<file path="config.mk">
export PLATFORM = sky130hd
export DESIGN_NAME = keyed_exclusive_dispatch_scheduler
export DESIGN_NICKNAME = d
export VERILOG_FILES = /design/src/rtl/keds_pkg.sv /design/src/rtl/keds_ram.sv /design/src/rtl/keds_slots.sv /design/src/rtl/keyed_exclusive_dispatch_scheduler.sv
export SDC_FILE = /design/constraint.sdc
export NUM_CORES = 1
export LEC_CHECK = 0
export ABC_AREA = 0
export CAP_MARGIN = 30
export CORE_MARGIN = 3
export CORE_UTILIZATION = 66
export CTS_BUF_LIST = sky130_fd_sc_hd__clkbuf_2
export CTS_CLUSTER_SIZE = 24
export DETAILED_ROUTE_END_ITERATION = 6
export DONT_BUFFER_PORTS = 1
export HOLD_SLACK_MARGIN = 0.15
export PLACE_DENSITY = 0.9
export REMOVE_ABC_BUFFERS = 1
export SLEW_MARGIN = 20
export SYNTH_ARGS = -nofsm -noshare
export SYNTH_HDL_FRONTEND = slang
export SYNTH_SLANG_ARGS = --single-unit
</file>
<file path="constraint.sdc">
create_clock -name clk_i -period 9.45 [get_ports clk_i]
set_input_delay 0.4725 -clock clk_i [delete_from_list [all_inputs] [get_ports clk_i]]
set_output_delay 0.4725 -clock clk_i [all_outputs]
set_load 0.005 [all_outputs]
</file>
<file path="src/rtl/keds_pkg.sv">
// Shared types and constants for the keyed exclusive dispatch scheduler.
// No dependencies; keds_slots and the top level refer to it by scoped names.
package keds_pkg;

  localparam int unsigned SLOTS       = 8;
  localparam int unsigned QUEUE_DEPTH = 16;
  localparam int unsigned KEY_BITS    = 16;

  // Stored key width: the key field carries 16 bits, only the low KEY_BITS count.
  localparam int unsigned KEY_W  = (KEY_BITS < 16) ? KEY_BITS : 16;
  localparam int unsigned SLOT_W = (SLOTS > 1) ? $clog2(SLOTS) : 1;
  localparam int unsigned QIDX_W = $clog2(QUEUE_DEPTH);
  localparam int unsigned QCNT_W = $clog2(QUEUE_DEPTH + 1);

  typedef enum logic [1:0] {
    OP_SUBMIT   = 2'd0,
    OP_COMPLETE = 2'd1,
    OP_CANCEL   = 2'd2
  } op_e;

  typedef enum logic [1:0] {
    KIND_CONNECT    = 2'd0,
    KIND_DISCONNECT = 2'd1,
    KIND_NEGOTIATE  = 2'd2,
    // Folds onto disconnect on the way in; never stored.
    KIND_ALIAS      = 2'd3
  } kind_e;

  typedef enum logic [1:0] {
    STAT_OK        = 2'd0,
    STAT_EMPTY_KEY = 2'd1,
    STAT_NOT_FOUND = 2'd2,
    STAT_OVERFLOW  = 2'd3
  } status_e;

  typedef enum logic [2:0] {
    S_IDLE,
    S_LOOK,
    S_CHK,
    S_CMP,
    S_FIN
  } state_e;

  typedef struct packed {
    logic [1:0]  op;
    logic [15:0] device_key;
    logic [1:0]  command_kind;
    logic [15:0] request_tag;
  } in_item_t;

  typedef struct packed {
    logic [1:0]  status;
    logic        queued;
    logic        dispatch_valid;
    logic [15:0] dispatch_key;
    logic [1:0]  dispatch_kind;
    logic [15:0] dispatch_tag;
    logic        dispatch_active;
  } out_item_t;

  typedef struct packed {
    logic [KEY_W-1:0] key;
    kind_e            kind;
    logic [15:0]      tag;
  } wait_entry_t;

  // Slot table write command from the sequencer.
  typedef struct packed {
    logic              set_en;
    logic              clr_en;
    logic [SLOT_W-1:0] idx;
    logic [KEY_W-1:0]  key;
  } slot_cmd_t;

  // Slot table lookup answer.
  typedef struct packed {
    logic              hit;
    logic [SLOT_W-1:0] hit_idx;
    logic              free_ok;
    logic [SLOT_W-1:0] free_idx;
  } slot_stat_t;

endpackage

</file>
<file path="src/rtl/keds_ram.sv">
// Generic single-write, single-read RAM with registered read data.
// No dependencies.
module keds_ram #(
  parameter int unsigned WIDTH = 8,
  parameter int unsigned DEPTH = 16
) (
  input  logic                             clk_i,
  input  logic                             we_i,
  input  logic [$clog2(DEPTH)-1:0]         waddr_i,
  input  logic [WIDTH-1:0]                 wdata_i,
  input  logic [$clog2(DEPTH)-1:0]         raddr_i,
  output logic [WIDTH-1:0]                 rdata_o
);

  logic [WIDTH-1:0] mem_q [DEPTH];
  logic [WIDTH-1:0] rdata_q;

  always_ff @(posedge clk_i) begin
    if (we_i) begin
      mem_q[waddr_i] <= wdata_i;
    end
    rdata_q <= mem_q[raddr_i];
  end

  assign rdata_o = rdata_q;

endmodule

</file>
<file path="src/rtl/keds_slots.sv">
// Slot table: one busy flag and key per slot, with a key matcher and free-slot finder.
// Depends on keds_pkg.
module keds_slots (
  input  logic                        clk_i,
  input  logic                        rst_ni,
  input  logic [keds_pkg::KEY_W-1:0]  lookup_key_i,
  input  keds_pkg::slot_cmd_t         cmd_i,
  output keds_pkg::slot_stat_t        stat_o
);

  logic [keds_pkg::SLOTS-1:0] valid_q;
  logic [keds_pkg::KEY_W-1:0] key_q [keds_pkg::SLOTS];
  logic [keds_pkg::SLOTS-1:0] match;

  always_ff @(posedge clk_i or negedge rst_ni) begin
    if (!rst_ni) begin
      valid_q <= '0;
    end else if (cmd_i.set_en) begin
      valid_q[cmd_i.idx] <= 1'b1;
    end else if (cmd_i.clr_en) begin
      valid_q[cmd_i.idx] <= 1'b0;
    end
  end

  always_ff @(posedge clk_i) begin
    if (cmd_i.set_en) begin
      key_q[cmd_i.idx] <= cmd_i.key;
    end
  end

  always_comb begin
    stat_o = '0;
    for (int i = 0; i < keds_pkg::SLOTS; i++) begin
      match[i] = valid_q[i] && (key_q[i] == lookup_key_i);
    end
    stat_o.hit     = |match;
    stat_o.free_ok = ~&valid_q;
    // Scan downward so the lowest index wins.
    for (int i = keds_pkg::SLOTS - 1; i >= 0; i--) begin
      if (match[i]) begin
        stat_o.hit_idx = keds_pkg::SLOT_W'(i);
      end
      if (!valid_q[i]) begin
        stat_o.free_idx = keds_pkg::SLOT_W'(i);
      end
    end
  end

  // A key is busy in at most one slot.
  assert property (@(posedge clk_i) disable iff (!rst_ni) $onehot0(match))
    else $error("key busy in more than one slot");

  assert property (@(posedge clk_i) disable iff (!rst_ni)
                   cmd_i.set_en |-> !valid_q[cmd_i.idx])
    else $error("dispatch onto a busy slot");

  assert property (@(posedge clk_i) disable iff (!rst_ni)
                   cmd_i.clr_en |-> valid_q[cmd_i.idx])
    else $error("release of an idle slot");

endmodule

</file>
<file path="src/rtl/keyed_exclusive_dispatch_scheduler.sv">
// Top level of the keyed exclusive dispatch scheduler: sequencer, wait queue, result register.
// Depends on keds_pkg, keds_ram and keds_slots.
//
//   channel | signals                              | direction
//   --------+--------------------------------------+----------
//   in      | in_valid_i, in_ready_o, in_item_i    | request item into the block
//   out     | out_valid_o, out_ready_i, out_item_o | one result item per request item
//
// An item that needs no queue scan (submit, completion with an empty queue or no busy slot
// for its key, cancel with an empty queue, unknown op) goes from its accept through the
// look-up step to the final step, where its result is registered.
// A completion or cancel walks the wait queue one entry a cycle through the single read
// port of the wait RAM, a completion matching each entry in the shared slot matcher and a
// cancel comparing its kind, key and tag, then closes the gap one entry a cycle.
// One item is in work at a time; in_ready_o is high only when the sequencer is idle.
// The result register lets the next item be accepted while a result waits to be taken;
// a stalled output only holds the sequencer in its final step. Reset is asynchronous,
// active low, and needs no clearing pass: the queue is tracked by its fill count.
module keyed_exclusive_dispatch_scheduler (
  input  logic                clk_i,
  input  logic                rst_ni,
  input  logic                in_valid_i,
  output logic                in_ready_o,
  input  keds_pkg::in_item_t  in_item_i,
  output logic                out_valid_o,
  input  logic                out_ready_i,
  output keds_pkg::out_item_t out_item_o
);

  typedef struct packed {
    keds_pkg::op_e                op;
    logic [keds_pkg::KEY_W-1:0]   key;
    keds_pkg::kind_e              kind;
    logic [15:0]                  tag;
  } req_t;

  keds_pkg::state_e               state_q, state_d;
  req_t                           req_q, req_d;
  keds_pkg::out_item_t            res_q, res_d;
  keds_pkg::out_item_t            out_q, out_d;
  logic                           out_valid_q, out_valid_d;
  logic [keds_pkg::QIDX_W-1:0]    idx_q, idx_d;
  logic [keds_pkg::QCNT_W-1:0]    count_q, count_d;
  logic [keds_pkg::SLOT_W-1:0]    slot_q, slot_d;

  // Wait RAM ports
  logic                           ram_we;
  logic [keds_pkg::QIDX_W-1:0]    ram_waddr;
  keds_pkg::wait_entry_t          ram_wdata;
  logic [keds_pkg::QIDX_W-1:0]    ram_raddr;
  keds_pkg::wait_entry_t          ram_rdata;

  // Slot matcher
  logic [keds_pkg::KEY_W-1:0]     lookup_key;
  keds_pkg::slot_cmd_t            slot_cmd;
  keds_pkg::slot_stat_t           slot_stat;

  logic [keds_pkg::QCNT_W-1:0]    idx_p1, idx_p2;
  logic                           entry_hit;
  keds_pkg::kind_e                in_kind;

  keds_ram #(
    .WIDTH ($bits(keds_pkg::wait_entry_t)),
    .DEPTH (keds_pkg::QUEUE_DEPTH)
  ) u_wait_ram (
    .clk_i   (clk_i),
    .we_i    (ram_we),
    .waddr_i (ram_waddr),
    .wdata_i (ram_wdata),
    .raddr_i (ram_raddr),
    .rdata_o (ram_rdata)
  );

  keds_slots u_slots (
    .clk_i        (clk_i),
    .rst_ni       (rst_ni),
    .lookup_key_i (lookup_key),
    .cmd_i        (slot_cmd),
    .stat_o       (slot_stat)
  );

  // Kind 3 folds onto disconnect.
  assign in_kind = (in_item_i.command_kind == keds_pkg::KIND_ALIAS)
                   ? keds_pkg::KIND_DISCONNECT
                   : keds_pkg::kind_e'(in_item_i.command_kind);

  assign idx_p1 = keds_pkg::QCNT_W'(idx_q) + keds_pkg::QCNT_W'(1);
  assign idx_p2 = keds_pkg::QCNT_W'(idx_q) + keds_pkg::QCNT_W'(2);

  // During the scan the matcher checks the queue entry, otherwise the request key.
  assign lookup_key = (state_q == keds_pkg::S_CHK) ? ram_rdata.key : req_q.key;

  assign in_ready_o  = (state_q == keds_pkg::S_IDLE);
  assign out_valid_o = out_valid_q;
  assign out_item_o  = out_q;

  always_ff @(posedge clk_i or negedge rst_ni) begin
    if (!rst_ni) begin
      state_q     <= keds_pkg::S_IDLE;
      out_valid_q <= 1'b0;
      count_q     <= '0;
      idx_q       <= '0;
    end else begin
      state_q     <= state_d;
      out_valid_q <= out_valid_d;
      count_q     <= count_d;
      idx_q       <= idx_d;
    end
  end

  always_ff @(posedge clk_i) begin
    req_q  <= req_d;
    res_q  <= res_d;
    out_q  <= out_d;
    slot_q <= slot_d;
  end

  always_comb begin
    state_d     = state_q;
    req_d       = req_q;
    res_d       = res_q;
    out_d       = out_q;
    out_valid_d = out_valid_q && !out_ready_i;
    idx_d       = idx_q;
    count_d     = count_q;
    slot_d      = slot_q;
    ram_we      = 1'b0;
    ram_waddr   = idx_q;
    ram_wdata   = ram_rdata;
    ram_raddr   = '0;
    slot_cmd    = '0;
    entry_hit   = 1'b0;

    unique case (state_q)
      keds_pkg::S_IDLE: begin
        if (in_valid_i) begin
          req_d.op   = keds_pkg::op_e'(in_item_i.op);
          req_d.key  = in_item_i.device_key[keds_pkg::KEY_W-1:0];
          req_d.kind = in_kind;
          req_d.tag  = in_item_i.request_tag;
          res_d      = '0;
          state_d    = keds_pkg::S_LOOK;
        end
      end

      keds_pkg::S_LOOK: begin
        // Present queue head for a possible scan.
        ram_raddr = '0;
        state_d   = keds_pkg::S_FIN;
        case (req_q.op)
          keds_pkg::OP_SUBMIT: begin
            if (req_q.key == '0) begin
              res_d.status = keds_pkg::STAT_EMPTY_KEY;
            end else if (slot_stat.hit || !slot_stat.free_ok) begin
              if (count_q == keds_pkg::QCNT_W'(keds_pkg::QUEUE_DEPTH)) begin
                res_d.status = keds_pkg::STAT_OVERFLOW;
              end else begin
                ram_we         = 1'b1;
                ram_waddr      = count_q[keds_pkg::QIDX_W-1:0];
                ram_wdata.key  = req_q.key;
                ram_wdata.kind = req_q.kind;
                ram_wdata.tag  = req_q.tag;
                count_d        = count_q + keds_pkg::QCNT_W'(1);
                res_d.queued   = 1'b1;
              end
            end else begin
              // Direct start always takes the active role.
              slot_cmd.set_en       = 1'b1;
              slot_cmd.idx          = slot_stat.free_idx;
              slot_cmd.key          = req_q.key;
              res_d.dispatch_valid  = 1'b1;
              res_d.dispatch_key    = 16'(req_q.key);
              res_d.dispatch_kind   = req_q.kind;
              res_d.dispatch_tag    = req_q.tag;
              res_d.dispatch_active = 1'b1;
            end
          end
          keds_pkg::OP_COMPLETE: begin
            if (!slot_stat.hit) begin
              res_d.status = keds_pkg::STAT_NOT_FOUND;
            end else begin
              // Release the slot now; the scan sees it idle.
              slot_cmd.clr_en = 1'b1;
              slot_cmd.idx    = slot_stat.hit_idx;
              slot_d          = slot_stat.hit_idx;
              if (count_q != '0) begin
                idx_d   = '0;
                state_d = keds_pkg::S_CHK;
              end
            end
          end
          keds_pkg::OP_CANCEL: begin
            if (count_q == '0) begin
              res_d.status = keds_pkg::STAT_NOT_FOUND;
            end else begin
              idx_d   = '0;
              state_d = keds_pkg::S_CHK;
            end
          end
          default: begin
            // Unknown op: empty result, no state change.
          end
        endcase
      end

      keds_pkg::S_CHK: begin
        // Entry idx is on the read port; prefetch the next one.
        ram_raddr = idx_p1[keds_pkg::QIDX_W-1:0];
        if (req_q.op == keds_pkg::OP_COMPLETE) begin
          entry_hit = !slot_stat.hit;
        end else begin
          entry_hit = (ram_rdata.kind == keds_pkg::KIND_CONNECT) &&
                      (ram_rdata.key == req_q.key) && (ram_rdata.tag == req_q.tag);
        end
        if (entry_hit) begin
          if (req_q.op == keds_pkg::OP_COMPLETE) begin
            slot_cmd.set_en       = 1'b1;
            slot_cmd.idx          = slot_q;
            slot_cmd.key          = ram_rdata.key;
            res_d.dispatch_valid  = 1'b1;
            res_d.dispatch_key    = 16'(ram_rdata.key);
            res_d.dispatch_kind   = ram_rdata.kind;
            res_d.dispatch_tag    = ram_rdata.tag;
            res_d.dispatch_active = (ram_rdata.kind != keds_pkg::KIND_NEGOTIATE);
          end
          // Drop the entry: shift the tail down if there is one.
          if (idx_p1 < count_q) begin
            state_d = keds_pkg::S_CMP;
          end else begin
            count_d = count_q - keds_pkg::QCNT_W'(1);
            state_d = keds_pkg::S_FIN;
          end
        end else if (idx_p1 >= count_q) begin
          if (req_q.op == keds_pkg::OP_CANCEL) begin
            res_d.status = keds_pkg::STAT_NOT_FOUND;
          end
          state_d = keds_pkg::S_FIN;
        end else begin
          idx_d = idx_p1[keds_pkg::QIDX_W-1:0];
        end
      end

      keds_pkg::S_CMP: begin
        // Read data holds entry idx+1; move it to idx and fetch idx+2.
        ram_raddr = idx_p2[keds_pkg::QIDX_W-1:0];
        ram_we    = 1'b1;
        ram_waddr = idx_q;
        ram_wdata = ram_rdata;
        idx_d     = idx_p1[keds_pkg::QIDX_W-1:0];
        if (idx_p2 >= count_q) begin
          count_d = count_q - keds_pkg::QCNT_W'(1);
          state_d = keds_pkg::S_FIN;
        end
      end

      keds_pkg::S_FIN: begin
        // Hand the result over once the output register is free.
        if (!out_valid_q || out_ready_i) begin
          out_d       = res_q;
          out_valid_d = 1'b1;
          state_d     = keds_pkg::S_IDLE;
        end
      end

      default: begin
        state_d = keds_pkg::S_IDLE;
      end
    endcase
  end

  assert property (@(posedge clk_i) disable iff (!rst_ni)
                   count_q <= keds_pkg::QCNT_W'(keds_pkg::QUEUE_DEPTH))
    else $error("wait queue count beyond depth");

  assert property (@(posedge clk_i) disable iff (!rst_ni)
                   (in_valid_i && in_ready_o) |=> !in_ready_o)
    else $error("second item taken while one is in work");

  assert property (@(posedge clk_i) disable iff (!rst_ni)
                   ram_we |-> (keds_pkg::QCNT_W'(ram_waddr) <= count_q))
    else $error("wait queue write past the fill level");

  assert property (@(posedge clk_i) disable iff (!rst_ni)
                   ram_we |-> (state_q == keds_pkg::S_LOOK || state_q == keds_pkg::S_CMP))
    else $error("wait queue write outside submit or compaction");

endmodule
</file>
; ---- After elaboration in Yosys (flattened, before gate mapping)
; Memory sizes are Yosys's and may differ from the RTL's. A register that Yosys moved wholly into a read port is not among the register bits.
; Index checks and enable logic that the tools add are counted.
; W data, S select, Z words.
[word_totals]
ff_bits = 138
latchBits = 0
ram_bits = 672
mem_bits_ro = 0
input_bits = 40
output_inout_bits = 41
wordCells = 226
mem_count = 2
[op_classes]
n_addsub = 4
multipliers = 0
div = 0
order_cmp = 5
n_eq_ne = 44
shifts = 0
mux = 106
bitwise_logic = 3
n_reduce_logical = 38
[memory_table]
columns = memory, depth, word_bits, read_ports, rd_clocked_by_memory_dff, write_ports, line_no
row1 = u_wait_ram.mem_q, 16, 34, 1, 1, 1, keds_ram.sv:15  ; logic [WIDTH-1:0] mem_q [DEPTH];
row2 = u_slots.key_q, 8, 16, 8, 0, 1, keds_slots.sv:12  ; logic [keds_pkg::KEY_W-1:0] key_q [keds_pkg::SLOTS];
[op_table]
columns = op, n
row1 = $mux W34, 5
row2 = $eq A16 B16 Y1, 10
row3 = $mux W36, 3
row4 = $pmux W36 S3, 1
row5 = $mux W3, 26
row6 = $mux W19, 4
row7 = $mux W37, 2
row8 = $mux W4, 11
row9 = $mux W39, 1
row10 = $pmux W19 S2, 1
row11 = $mux W5, 7
row12 = $mux W16, 2
row13 = $ne A2 B2 Y1 const B, 11
row14 = $mux W1, 21
row15 = $ne A3 B3 Y1 const B, 6
row16 = $logic_not A16 Y1, 1
row17 = $mux W8, 2
row18 = $pmux W4 S2, 2
row19 = $reduce_and A8 Y1, 2
row20 = $pmux W3 S5, 1
row21 = $pmux W5 S3, 1
row22 = $mux W2, 7
row23 = $reduce_and A7 Y1, 2
row24 = $logic_and A1 B1 Y1, 12
row25 = other kinds (40), 59

; ---- Longest topological paths before layout
; Gate-level depths: netlist of the first run.
[logic_depth]
ltp_word = 23
ltp_mapped = 17
ltp_nobuf = 13

; ---- Cells and area by module
; A second synthesis of the first run with hierarchy kept.
[unflattened]
hier_cells = 1798
hier_area_um2 = 33547.2
[by_module_without_submodules]
columns = mod, n_inst, cells_each, area_each_um2, seq_area_each_um2
row1 = keds_ram, 1, 888, 21076.5, 17016.3
row2 = keyed_exclusive_dispatch_scheduler, 1, 520, 6545.0, 3838.7
row3 = keds_slots, 1, 390, 5925.7, 4043.9

; ---- Least setup slack after synthesis of the first run
; Ideal clock, no wire load.
[synth_path]
path_kind = register to register
from = reg state_q[1]
to = reg res_q[0] (netlist name) (enable)
setup_time_ns = 0.519
arrival_ns = 6.238
required_ns = 8.931
path_slack_ns = 2.693
stages_incl_launch_ff = 15
n_path_buf = 5
synth_period_minus_slack_ns = 6.757
cell_sequence = dfrtp_1 > buf_4 > or3b_1 > buf_2 > buf_6 > buf_6 > a21oi_1 > xnor2_1 > nor3_1 > nand4b_1 > nand4_1 > buf_2 > o31ai_1 > nor2_1 > nor4_1
[synth_between]
elab_chain_cells = 10
word_cells_on_any_way = 33
cone_classes = 16 x eq/ne / 3 x mux / 14 x reduce/logical
[synth_lines]
columns = element, line_no
row1 = "start, declared", keyed_exclusive_dispatch_scheduler.sv:37  ; keds_pkg::state_e state_q, state_d;
row2 = "start signal, assigned", keyed_exclusive_dispatch_scheduler.sv:99  ; state_q <= keds_pkg::S_IDLE;
row3 = "start signal, assigned", keyed_exclusive_dispatch_scheduler.sv:104  ; state_q <= state_d;
row4 = $eq A3 B2 Y1, "keyed_exclusive_dispatch_scheduler.sv:91, keyed_exclusive_dispatch_scheduler.sv:134"
row5 = $mux W16, keyed_exclusive_dispatch_scheduler.sv:91  ; assign lookup_key = (state_q == keds_pkg::S_CHK) ? ram_rdata.key : req_q.key;
row6 = $eq A16 B16 Y1, keds_slots.sv:34  ; match[i] = valid_q[i] && (key_q[i] == lookup_key_i);
row7 = $logic_and A1 B1 Y1, keds_slots.sv:34
row8 = $reduce_or A8 Y1, keds_slots.sv:36  ; stat_o.hit = |match;
row9 = $logic_not A1 Y1, keyed_exclusive_dispatch_scheduler.sv:210  ; entry_hit = !slot_stat.hit;
row10 = $mux W1, keyed_exclusive_dispatch_scheduler.sv:209  ; if (req_q.op == keds_pkg::OP_COMPLETE) begin
row11 = $mux W1, keyed_exclusive_dispatch_scheduler.sv:134  ; unique case (state_q)
row12 = $ne A2 B1 Y1 (no line), --
row13 = $reduce_and A7 Y1 (no line) *, --
row14 = "end signal, assigned", keyed_exclusive_dispatch_scheduler.sv:113  ; res_q <= res_d;
row15 = "end, declared", keyed_exclusive_dispatch_scheduler.sv:39  ; keds_pkg::out_item_t res_q, res_d;
; Mark *: on every way between the ends. The rest lies on a longest branch, timed or not. The select of a mux whose other input is x is not followed.
; A chain may end at the register's enable or synchronous reset.

; ---- Final worst setup path of the first run
[layout_path]
from = reg state_q[1]
to = mem u_wait_ram.mem_q[11][27] (netlist name) (enable)
[layout_between]
elab_chain_cells = 12
word_cells_on_any_way = 32
cone_classes = 11 x eq/ne / 11 x mux / 10 x reduce/logical
[layout_lines]
columns = element, line_no
row1 = $eq A3 B2 Y1, keyed_exclusive_dispatch_scheduler.sv:91
row2 = $mux W16, keyed_exclusive_dispatch_scheduler.sv:91
row3 = $eq A16 B16 Y1, keds_slots.sv:34
row4 = $logic_and A1 B1 Y1, keds_slots.sv:34
row5 = $reduce_or A8 Y1, keds_slots.sv:36
row6 = $logic_or A1 B1 Y1, keyed_exclusive_dispatch_scheduler.sv:154  ; end else if (slot_stat.hit || !slot_stat.free_ok) begin
row7 = $mux W1, keyed_exclusive_dispatch_scheduler.sv:154
row8 = $mux W1, keyed_exclusive_dispatch_scheduler.sv:152  ; if (req_q.key == '0) begin
row9 = $mux W1, keyed_exclusive_dispatch_scheduler.sv:150  ; case (req_q.op)
row10 = $pmux W1 S2, keyed_exclusive_dispatch_scheduler.sv:134
row11 = $mux W1, keds_ram.sv:19  ; if (we_i) begin
row12 = $mux W1 (not written as such), keds_ram.sv:20  ; mem_q[waddr_i] <= wdata_i;
row13 = "end, declared", keds_ram.sv:15
; Several ways; a longest one is shown, not always the timed one.

==> flow_metrics.tcl, run 1 <==
set metrics [dict create \
    cp_max_fo 37 \
    final_common_cell "edfxtp_1" \
    cts_max_level 4 \
    drive_above_1_share_pct 15.9 \
    grt_pass1_vias 26900 \
    dpl.hpwl_um 61800 \
    failed_checks "DRC" \
    min_path_cells 2 \
    cts_resized 0 \
    wire_per_inst_um 29.8 \
    cts_sinks 844 \
    p_per_area_nw_per_um2 247 \
    die_w_um 242 \
    antenna_found_initial 2 \
    pre_cts_ws_ns 2.77 \
    async_flop_share_pct 2.49 \
    finalCritPeriodShare_pct 69.9 \
    drc 1 \
    rsz0062_at_grt "no" \
    setup_viol 0 \
    fin_nets 2983 \
    synth_top_area_share_pct 64.7 \
    synthToLayoutAreaGrowth_pct 10.8 \
    post_dp_cell_area_um2 37700 \
    root_buffer "clkbuf_2" \
    rr_worst_depth 13 \
    syn_area_um2 36600 \
    fillers 3026 \
    yosys_warnings 0 \
    synth_cells 2750 \
    cts_tree "built" \
    hold_viol_final 0 \
    gp_congestion 0.973 \
    status "complete, but fails checks" \
    critPathCaptureType "register" \
    synth_edf_count 789 \
    synth_area_leaders "edfxtp_1 65%, a211oi_1 5.3%, nand2_1 3.9%" \
    grt_use_total_pct 38.7 \
    grt_max_degree 237 \
    grt_pass1_wl_um 168000 \
    critPathKind "register to register" \
    start_util_pct 67.4 \
    grt_overflow 0 \
    avgSynthCellArea_um2 13.3 \
    fin_ws_ns 2.85 \
    clkSlewWorstSetupHoldPaths_ns 0.11 \
    clk_latency_ns 1.44 \
    port_buffers 0 \
    vdd_drop_max_mv 0.203 \
    skew_ns 0.127 \
    p_leak_nw 13.5 \
    dieArea_um2 58300 \
    routed_wl_um 114000 \
    slew_headroom_pct 15.3 \
    die_h_um 242 \
    ant_nets 0 \
    ys_seq_area_share_pct 68.0 \
    vias 27100 \
    fmax_mhz 151 \
    ys_ff_latch 844 \
    drv_slew 0 \
    hold_class "input pin to register" \
    drv_cap 0 \
    ioPinCount 81 \
    crit_path_start_kind "register" \
    dp.cells 3355 \
    worst-slew-pin-transition_ns 1.27 \
    synth_area_leader_cell "edfxtp_1" \
    clockBufferDepth 3 \
    required_ns 10.41 \
    most-common-layout-cells "789 x edfxtp_1, 378 x nand2_1, 312 x clkbuf_2, 257 x a211oi_1, 124 x and2_1" \
    fin_util_pct 74.7 \
    rows 85 \
    first_iter_violations 4112 \
    first_pass_iters 7 \
    synthDistinctLibCells 78 \
    critPathArrivalTime_ns 7.57 \
    via_per_inst 7.08 \
    ys.flop_type "edfxtp_1" \
    finalInstanceArea_um2 40600 \
    finalNonFillerCells 3831 \
    period_minus_slack_ns 6.60 \
    cts_inserted_buffers 197 \
    fp.coreArea_um2 54300 \
]
[worst max-delay path, stage by stage (launching register included)]
cell,delay [ns]
dfrtp_2,0.78
or3b_4,0.63
buf_4,0.33
a21oi_1,0.61
xnor2_1,0.17
nor4_1,0.36
nand4b_1,0.32
nand4_1,0.53
nor2_2,0.22
a21boi_4,0.18
buf_4,0.60
nand3_1,0.48
o22ai_4,0.29
buf_4,0.61
[where the power goes]
part | switching [mW] | leakage, nW | total, mW | internal (mW)
logic | 1.79 | 4.29 | 2.54 | 0.745
registers | 0.290 | 7.75 | 5.03 | 4.74
clock network | 1.52 | 1.42 | 2.46 | 0.931
[repair_timing]
action	4_1_cts	5_1_grt
hold buffers	105	2
setup buffers	0	0
endpoints found under the hold margin	174	21
[metrics by stage]
| step | TNS, ns | hold WS [ns] | total power [mW] |
|---|---|---|---|
| floorplan | -1475.63 | 0.177 | 6.51 |
| global placement | 0 | 0.177 | 7.30 |
| detailed placement | 0 | 0.177 | 7.42 |
| CTS | 0 | 0.151 | 9.83 |
| global route | 0 | 0.232 | 10.4 |
| finish | 0 | 0.282 | 10.0 |
[synth_stat cells, drive strengths merged (31+ instances only)]
library cell	instances
buf	42
inv	42
clkbuf	161
nor2	54
dfxtp	34
a21oi	99
nor4	39
a22o	36
o21ai	31
a311oi	68
mux2	34
nand2	378
and2	142
o2bb2ai	65
o22ai	64
a31oi	74
edfxtp	789
a211oi	259
xnor2	80
[registers in the layout (all words and copies together), names as in the netlist, named ones only]
name,count
count_q,5
idx_q,4
out_item_o,39
out_valid_o,1
req_q,36
res_q,39
slot_q,3
state_q,3
u_slots.key_q,128
u_wait_ram.mem_q,544
u_wait_ram.rdata_o,34
[final timing paths]
path / start / to / slack (ns)
max in group asynchronous: rst_ni / state_q[1] / 8.34
max reg2reg: state_q[1] / u_wait_ram.mem_q[11][27] / 2.85
min reg2reg: res_q[34] / out_item_o[34] / 0.35
max: state_q[1] / u_wait_ram.mem_q[11][27] / 2.85
min: in_item_i[18] / req_q[18] / 0.28
min in group asynchronous: rst_ni / idx_q[3] / 0.71
[cells by family (layout without fill, tap and decap cells)]
family,count (synthesis),after routing,synth area share [%]
xor+xnor,97,97,2.32
compound gates,755,755,15.0
fa+ha+maj,19,19,0.670
flops,844,844,68.0
mux,38,38,1.15
buf+inv,246,586,2.74
other cells,0,2,0
simple gates,751,751,10.1
[per-layer routing]
| metal | share of wire (%) | GRT usage (%) | wire length [um] |
|---|---|---|---|
| met1 | 33 | 47.0 | 37600 |
| met2 | 48 | 62.5 | 54300 |
| met3 | 12 | 10.4 | 14200 |
| met4 | 7.0 | 23.9 | 8000 |
| met5 | 0 | 0 | 0 |
[area by class of cell]
cell class / count / area [um2] / area share [%]
Timing Repair Buffer: 178 / 1670 / 4.12
Tap cell: 739 / 925 / 2.28
Sequential cell: 844 / 24900 / 61.3
Inverter: 43 / 161 / 0.398
Clock buffer: 312 / 1560 / 3.85
Clock inverter: 53 / 284 / 0.700
Multi-Input combinational cell: 1660 / 11100 / 27.3
Antenna cell: 2 / 5.00 / 0.0123
No activity file was read; power rests on OpenSTA's default activity.
==> run 2: changes to the inputs <==
Clock period 9.45 ns to 6.8 ns, I/O delays scaled along.
==> flow_metrics.tcl, run 2 (synthesis gave the netlist of run 1 again) <==
set metrics [dict create \
    crit_path_start "state_q[0]" \
    dpl.hpwl_um 62600 \
    finalCritPeriodShare_pct 91.8 \
    fmax_mhz 160 \
    final_common_cell "edfxtp_1" \
    ioPinCount 81 \
    reg2reg_slack_ns 0.56 \
    drv_slew 0 \
    critPathArrivalTime_ns 7.27 \
    max_stage_delay_ns 0.93 \
    dieArea_um2 58300 \
    rows 85 \
    most-common-layout-cells "789 x edfxtp_1, 378 x nand2_1, 299 x clkbuf_2, 257 x a211oi_1, 124 x and2_1" \
    root_buffer "clkbuf_2" \
    hold_viol_final 0 \
    gp_congestion 1.02 \
    clk_latency_ns 1.49 \
    cts_sinks 844 \
    crit_path_start_kind "register" \
    post_dp_cell_area_um2 37700 \
    skew_ns 0.140 \
    slew_headroom_pct 29.2 \
    grt_pass1_vias 27100 \
    drv_cap 0 \
    grt_overflow 0 \
    die_w_um 242 \
    power_mw 14.0 \
    drive_above_1_share_pct 16.0 \
    grt_use_total_pct 38.4 \
    worst-slew-pin-transition_ns 1.06 \
    via_per_inst 7.18 \
    grt_pass1_wl_um 167000 \
    cts_resized 0 \
    hp-start "res_q[6]" \
    setup_viol 0 \
    grt_max_degree 198 \
    ant_nets 0 \
    drc 0 \
    reg_top3 "u_wait_ram.mem_q: 544 flops, u_slots.key_q: 128 flops" \
    cts_inserted_buffers 193 \
    first_iter_violations 4259 \
    die_h_um 242 \
    critPathCaptureType "register" \
    rsz0062_at_grt "no" \
    required_ns 7.83 \
    vdd_drop_max_mv 0.279 \
    period_minus_slack_ns 6.24 \
    status "finished, final reports clean" \
    start_util_pct 67.4 \
    hold_class "register to register" \
    cpMaxStageDelayCell "dfrtp_1" \
    crit_chain "or3b_4 -> buf_4 -> a21oi_2 -> xnor2_1 -> nor4_1 -> nand4_1 -> o2111ai_4 -> nor2_2 -> a21boi_4 -> buf_4 -> nand3_1 -> o22ai_4 -> buf_4" \
    port_buffers 0 \
    vias 27600 \
    finalInstanceArea_um2 40800 \
    critPathKind "register to register" \
    cts_tree "built" \
    clkSlewWorstSetupHoldPaths_ns 0.11 \
    cts_max_level 4 \
    regMostFlops "u_wait_ram.mem_q" \
    first_pass_iters 6 \
    post-cts-setup-buffers 0 \
    clockBufferDepth 3 \
    routed_wl_um 114000 \
    critPathMostFrequentCell "buf_4" \
    antenna_found_initial 5 \
    synthToLayoutAreaGrowth_pct 11.5 \
    largest_reg_flops 544 \
    fillers 3035 \
    p_per_area_nw_per_um2 343 \
    fp.coreArea_um2 54300 \
    r2r-start "state_q[0]" \
    cp_max_fo 51 \
    fin_nets 2999 \
    wire_per_inst_um 29.6 \
    p_leak_nw 13.6 \
]
run 2: final cells by class:
class	instances	area [um2]	share of cell area [%]
Tap cell	739	925	2.26
Clock buffer	299	1500	3.66
Sequential cell	844	24900	61.0
Antenna cell	3	7.51	0.0184
Inverter	43	161	0.395
Multi-Input combinational cell	1660	11100	27.1
Timing Repair Buffer	198	1900	4.66
Clock inverter	58	380	0.931
run 2: final timing paths:
check | endpoint | cells past startpoint
max reg2reg | u_wait_ram.mem_q[12][9] | 13
min reg2reg | out_item_o[6] | 0
max in group asynchronous | async pin | 4
min | out_item_o[6] | 0
max | u_wait_ram.mem_q[12][9] | 13
min in group asynchronous | count_q[3] | 4
run 2: report_power, final:
| group | switching [mW] | total [mW] | leakage [nW] | internal [mW] |
|---|---|---|---|---|
| clock network | 2.15 | 3.49 | 1.43 | 1.34 |
| logic | 2.46 | 3.49 | 4.40 | 1.03 |
| registers | 0.423 | 7.01 | 7.75 | 6.59 |
run 2: per-stage QoR:
stage	hold slack [ns]	setup WS [ns]	util, %	setup TNS [ns]	std cells
after floorplan	0.0444	-5.13	-	-5095.34	2547
after global placement	0.0451	1.09	69.4	0	3362
after detailed placement	0.0452	0.832	69.4	0	3363
after CTS	0.403	0.827	75.0	0	3837
after global routing	0.391	0.359	75.1	0	3843
final	0.376	0.560	75.1	0	3844
run 2: worst max-delay path: cells and delay by family, from the launching register on:
kind	cells	cell delay (ns)
DFF	1	0.93
buffers and inverters	3	1.44
and+or+nand+nor	5	2.11
xor gates and xnor gates	1	0.17
AOI/OAI and AO/OA	4	1.10
run 2: layer usage:
| metal | track usage [%] | up-vias | share of wire (%) |
|---|---|---|---|
| met1 | 46.9 | 13100 | 32 |
| met3 | 9.87 | 680 | 13 |
| met2 | 60.9 | 2645 | 47 |
| li1 | - | 11200 | - |
| met4 | 25.4 | 0 | 7.7 |
| met5 | 0 | - | 0 |
run 2: repair_timing:
action	4_1_cts	5_1_grt
setup endpoints to repair	0	0
endpoints found under the hold margin	174	21
hold buffers	117	1
